$ cat src/hw/rtl/ssrb_pkg.sv
// ----------------------------------------------------------------------------
// ssrb_pkg
// Shared types, constants and helpers of the scaled sprite row blitter.
// ----------------------------------------------------------------------------
`timescale 1ns / 1ps

package ssrb_pkg;

  // sprite geometry
  localparam int SPRITE_DIM   = 16;
  localparam int SPRITE_COUNT = 16;
  localparam int MAX_ROW_CELLS = 64;

  localparam int DIM_W   = $clog2(SPRITE_DIM);
  localparam int SPR_AW  = $clog2(SPRITE_COUNT);
  localparam int CELL_DEPTH = SPRITE_COUNT * SPRITE_DIM * SPRITE_DIM;
  localparam int CELL_AW = $clog2(CELL_DEPTH);
  localparam int CELL_W  = 40;

  // header words
  localparam int HV_W   = 5;
  localparam int HDR_W  = 6 * HV_W;
  localparam int K_W    = $clog2(SPRITE_DIM + 1);
  localparam int OFS_W  = ((HV_W > K_W) ? HV_W : K_W) + 1;
  localparam int R_W    = 14;
  localparam int COLS_W = $clog2(MAX_ROW_CELLS + 1);

  // request codes
  localparam logic [1:0] REQ_CELL = 2'd0;
  localparam logic [1:0] REQ_HDR  = 2'd1;
  localparam logic [1:0] REQ_DRAW = 2'd2;

  // header word selects
  localparam logic [2:0] HDR_PIVOT_X = 3'd0;
  localparam logic [2:0] HDR_PIVOT_Y = 3'd1;
  localparam logic [2:0] HDR_BOX_X   = 3'd2;
  localparam logic [2:0] HDR_BOX_Y   = 3'd3;
  localparam logic [2:0] HDR_BOX_W   = 3'd4;
  localparam logic [2:0] HDR_BOX_H   = 3'd5;

  // configuration register
  localparam logic        REG_OPACITY_MASK = 1'b0;
  localparam logic [31:0] OPACITY_MASK_RST = 32'hFF00_0000;

  typedef struct packed {
    logic [1:0]         req_type;
    logic [3:0]         sprite_index;
    logic [3:0]         cell_x;
    logic [3:0]         cell_y;
    logic [7:0]         cell_char;
    logic [31:0]        cell_color;
    logic [2:0]         header_sel;
    logic [4:0]         header_value;
    logic signed [15:0] anchor_x;
    logic signed [15:0] anchor_y;
    logic [5:0]         draw_row;
    logic [10:0]        scale_q;
  } in_item_t;

  typedef struct packed {
    logic signed [15:0] screen_col;
    logic signed [15:0] screen_row;
    logic [7:0]         out_char;
    logic [31:0]        out_color;
    logic               cell_valid;
    logic               row_last;
  } out_item_t;

  // controller to datapath
  typedef struct packed {
    logic load;      // item accepted
    logic mul1;      // box size products
    logic mul2;      // pivot offset products
    logic sub;       // one restoring step: r -= q, k++
    logic ydone;     // source row known, start the column walk
    logic issue;     // read the cell of column x
    logic advance;   // walk pipeline moves
    logic take;      // opaque cell goes into the pending slot
    logic push;      // pending slot goes out, not last
    logic push_fin;  // final result of the row goes out
  } cmd_t;

  // datapath to controller
  typedef struct packed {
    logic draw_ok;
    logic y_out;
    logic r_ge_q;
    logic walk_done;
    logic chk_v;
    logic opaque;
    logic pend_v;
    logic out_free;
  } stat_t;

  function automatic logic [CELL_AW-1:0] cell_addr(input logic [3:0] spr,
                                                   input logic [DIM_W-1:0] y,
                                                   input logic [DIM_W-1:0] x);
    return CELL_AW'((int'(spr) * SPRITE_DIM + int'(y)) * SPRITE_DIM + int'(x));
  endfunction

endpackage

$ cat src/hw/rtl/ssrb_ctrl.sv
// ----------------------------------------------------------------------------
// ssrb_ctrl
// Sequencer of the row blitter: setup, row divide, column walk, finish.
// ----------------------------------------------------------------------------
`timescale 1ns / 1ps

module ssrb_ctrl (
  input  logic                  clk_i,
  input  logic                  rst_ni,
  input  logic                  in_valid_i,
  input  logic [1:0]            req_type_i,
  output logic                  in_stall_o,
  input  ssrb_pkg::stat_t       stat_i,
  output ssrb_pkg::cmd_t        cmd_o
);

  localparam logic [2:0] S_IDLE = 3'd0;
  localparam logic [2:0] S_MUL1 = 3'd1;
  localparam logic [2:0] S_MUL2 = 3'd2;
  localparam logic [2:0] S_YDIV = 3'd3;
  localparam logic [2:0] S_WALK = 3'd4;
  localparam logic [2:0] S_FIN  = 3'd5;

  logic [2:0] state_q, state_d;
  logic       stall2;

  // an opaque cell with a full pending slot needs the output register
  assign stall2 = stat_i.chk_v & stat_i.opaque & stat_i.pend_v & ~stat_i.out_free;

  always_comb begin
    state_d = state_q;
    cmd_o   = '0;
    unique case (state_q)
      S_IDLE: begin
        if (in_valid_i) begin
          cmd_o.load = 1'b1;
          if (req_type_i == ssrb_pkg::REQ_DRAW) begin
            state_d = S_MUL1;
          end
        end
      end
      S_MUL1: begin
        cmd_o.mul1 = 1'b1;
        state_d    = S_MUL2;
      end
      S_MUL2: begin
        cmd_o.mul2 = 1'b1;
        state_d    = stat_i.draw_ok ? S_YDIV : S_FIN;
      end
      S_YDIV: begin
        if (stat_i.y_out) begin
          state_d = S_FIN;
        end else if (stat_i.r_ge_q) begin
          cmd_o.sub = 1'b1;
        end else begin
          cmd_o.ydone = 1'b1;
          state_d     = S_WALK;
        end
      end
      S_WALK: begin
        if (!stall2) begin
          cmd_o.advance = 1'b1;
          cmd_o.take    = stat_i.chk_v & stat_i.opaque;
          cmd_o.push    = stat_i.chk_v & stat_i.opaque & stat_i.pend_v;
          if (!stat_i.walk_done) begin
            cmd_o.sub   = stat_i.r_ge_q;
            cmd_o.issue = ~stat_i.r_ge_q;
          end else if (!stat_i.chk_v) begin
            state_d = S_FIN;
          end
        end
      end
      S_FIN: begin
        if (stat_i.out_free) begin
          cmd_o.push_fin = 1'b1;
          state_d        = S_IDLE;
        end
      end
      default: begin
        state_d = S_IDLE;
      end
    endcase
  end

  always_ff @(posedge clk_i or negedge rst_ni) begin
    if (!rst_ni) begin
      state_q <= S_IDLE;
    end else begin
      state_q <= state_d;
    end
  end

  assign in_stall_o = (state_q != S_IDLE);

endmodule

$ cat config.mk
export PLATFORM = sky130hd
export DESIGN_NAME = ssrb_ctrl
export DESIGN_NICKNAME = d
export VERILOG_FILES = /design/src/hw/rtl/ssrb_pkg.sv /design/src/hw/rtl/ssrb_ctrl.sv
export SDC_FILE = /design/constraint.sdc
export NUM_CORES = 1
export LEC_CHECK = 0
export ABC_AREA = 0
export BUFFER_PORTS_ARGS = -buffer_cell sky130_fd_sc_hd__clkbuf_2
export CAP_MARGIN = 20
export CELL_PAD_IN_SITES_DETAIL_PLACEMENT = 0
export CELL_PAD_IN_SITES_GLOBAL_PLACEMENT = 2
export CORE_MARGIN = 3
export CORE_UTILIZATION = 19
export CTS_CLUSTER_DIAMETER = 40
export DETAILED_ROUTE_END_ITERATION = 10
export PLACE_DENSITY_LB_ADDON = 0.12
export SLEW_MARGIN = 20
export SYNTH_ARGS = -nofsm -noshare
export SYNTH_HDL_FRONTEND = slang
export SYNTH_SLANG_ARGS = --single-unit
$ cat constraint.sdc
create_clock -name clk_i -period 3.1 [get_ports clk_i]
set_input_delay 0.31 -clock clk_i [delete_from_list [all_inputs] [get_ports clk_i]]
set_output_delay 0.31 -clock clk_i [all_outputs]
set_load 0.01 [all_outputs]
==> results.json <==
{
  "met2_usage_pct": 14.4,
  "grt_util_met1_pct": 11.9,
  "hold_ws_ns": 0.402,
  "async_flop_share_pct": 100,
  "vias_per_cell": 4.74,
  "hold_violations": 0,
  "grt_use_met3_pct": 0,
  "finalSetupViolCount": 0,
  "drtAntennaViolNets": 0,
  "dr.pass1.iters": 3,
  "p_per_area_nw_per_um2": 738,
  "ys_seq_area_share_pct": 23.7,
  "synth_top_area_share_pct": 23.7,
  "grt_max_degree": 14,
  "status": "completed",
  "wirelength_um": 862,
  "finClkSkew_ns": 0.00414,
  "ys_seq_elements": 3,
  "synthFlopType": "dfrtp_1",
  "rows": 14,
  "startpoint_type": "flop",
  "pin_count": 24,
  "cts_tree": "done",
  "die_w_um": 46.8,
  "leakagePower_nw": 0.234,
  "insertedDiodeCount": 0,
  "critical_path.max_fanout": 13,
  "gr-max-usage-layer": "met2",
  "drive_gt1_share_pct": 46.2,
  "yosys_warnings": 0,
  "cp.arrival_ns": 1.78,
  "synth.cell_area_um2": 317,
  "ff2ff_path_depth": 3,
  "clockBufferDepth": 2,
  "clock-sinks": 3,
  "maxCapViolCount": 0,
  "largest_reg_flops": 3,
  "hold_depth": 3,
  "fin_setup_tns_ns": 0,
  "drt_drc_violations_left": 0,
  "avgSynthCellArea_um2": 8.12,
  "cts_made_buffers": 3,
  "path_clk_slew_ns": 0.04,
  "dieArea_um2": 2190,
  "fin_nets": 79,
  "grt_pass1_vias": 343,
  "tightest_slew_ns": 0.386,
  "grt_pass1_wl_um": 1400,
  "routedWlPerCell_um": 10.6,
  "final-max-slew-violation-count": 0,
  "areaGrowthSynthToFinish_pct": 51.4,
  "regMostFlops": "state_q",
  "dieHeight_um": 46.8,
  "cts_root_buf": "clkbuf_4",
  "hp-class": "input port to flop",
  "rsz0062_at_grt": "false",
  "ir_worst_vdd_mv": 0.266,
  "htree_levels": 1,
  "syn_inst": 39,
  "overflow": 0,
  "synth_edf_count": 0,
  "dpl.hpwl_um": 702,
  "core_area_um2": 1540,
  "fin_crit_ns": 2.09,
  "relSlewSlack_pct": 74.3,
  "drt_iter0_drc": 6,
  "top_regs": "state_q x3",
  "vias": 384,
  "yosysUniqueCellTypes": 28,
  "setup.worst_path.end_class": "output port",
  "start_util_pct": 20.5,
  "syn-num-nets": 52,
  "grt_usage_pct": 8.62,
  "antenna_found_initial": 0,
  "mostFrequentLayoutCell": "clkbuf_2",
  "finalWeightedCongestion": 0.651,
  "port_buffers": 23,
  "synth_area_leaders": "dfrtp_1, nor2b_1, nor3_1",
  "worstSetupPathType": "flop to output port",
  "post_cts_buffers": 0,
  "worstPathRequired_ns": 2.79,
  "min_period_over_period_pct": 67.5,
  "timing.fmax_mhz": 478,
  "synth_top_area_cell": "dfrtp_1",
  "clock_latency_ns": 0.23
}
[logic make-up (layout without fill, tap and decap cells)]
| family | count (synthesis) | after routing | share of synthesized area (%) |
|---|---|---|---|
| muxes | 1 | 1 | 3.16 |
| and+or+nand+nor | 20 | 20 | 41.9 |
| buffers and inverters | 4 | 30 | 5.14 |
| DFF | 3 | 3 | 23.7 |
| AOI/OAI and AO/OA | 11 | 11 | 26.1 |
[critical path: stages, from the launching register on]
cell and delay, ns:
dfrtp_1 0.51, or3b_4 0.48, a311oi_2 0.28, nor2b_1 0.16, clkbuf_2 0.13
[metrics by stage]
step	worst slack (ns)	cells	utilization [%]	instance area, µm²	total power, mW
after global routing	0.873	81	31.1	479	0.390
after floorplan	1.41	39	-	317	0.227
after CTS	0.986	81	31.1	479	0.362
after detailed placement	1.23	76	28.7	443	0.292
after global placement	1.27	76	28.7	443	0.294
final	1.01	81	31.1	479	0.354
[layout make-up]
class | instances | area, µm²
tap | 16 | 20.0
multi-input combinational | 32 | 225
clock buffer | 4 | 26.3
sequential | 3 | 75.1
timing repair buffer | 24 | 125
inverter | 2 | 7.51
fill | 192 | 1060
[what timing repair did]
item,CTS,global route
hold buffers,1,0
hold endpoints to repair,3,0
gates resized for setup,0,0
[cells in the mapped netlist, types with 2 or more instances]
library cell / n
a21oi_1: 2
dfrtp_1: 3
inv_1: 2
nand2_1: 3
nor2b_1: 3
nor3_1: 3
nor3b_1: 2
[metal layers]
layer	share of wire [%]	vias to the layer above
li1	-	197
met1	44	175
met2	49	12
met3	6.8	0
met4	0	0
met5	0	-
[power breakdown]
part	total, mW	internal (mW)	switching (mW)
combinational	0.181	0.0975	0.0830
clock	0.0662	0.0481	0.0181
sequential	0.107	0.0581	0.0487
[worst paths after layout]
check | start | to | slack [ns]
min in group asynchronous | rst_ni | state_q[1] | 0.41
hold / removal | stat_i[7] | state_q[1] | 0.40
setup / recovery | state_q[0] | cmd_o[4] | 1.01
hold reg to reg | state_q[2] | state_q[1] | 0.55
max in group asynchronous | rst_ni | state_q[2] | 2.57
setup reg to reg | state_q[0] | state_q[0] | 1.74
Power figures use the tool's default switching activity.
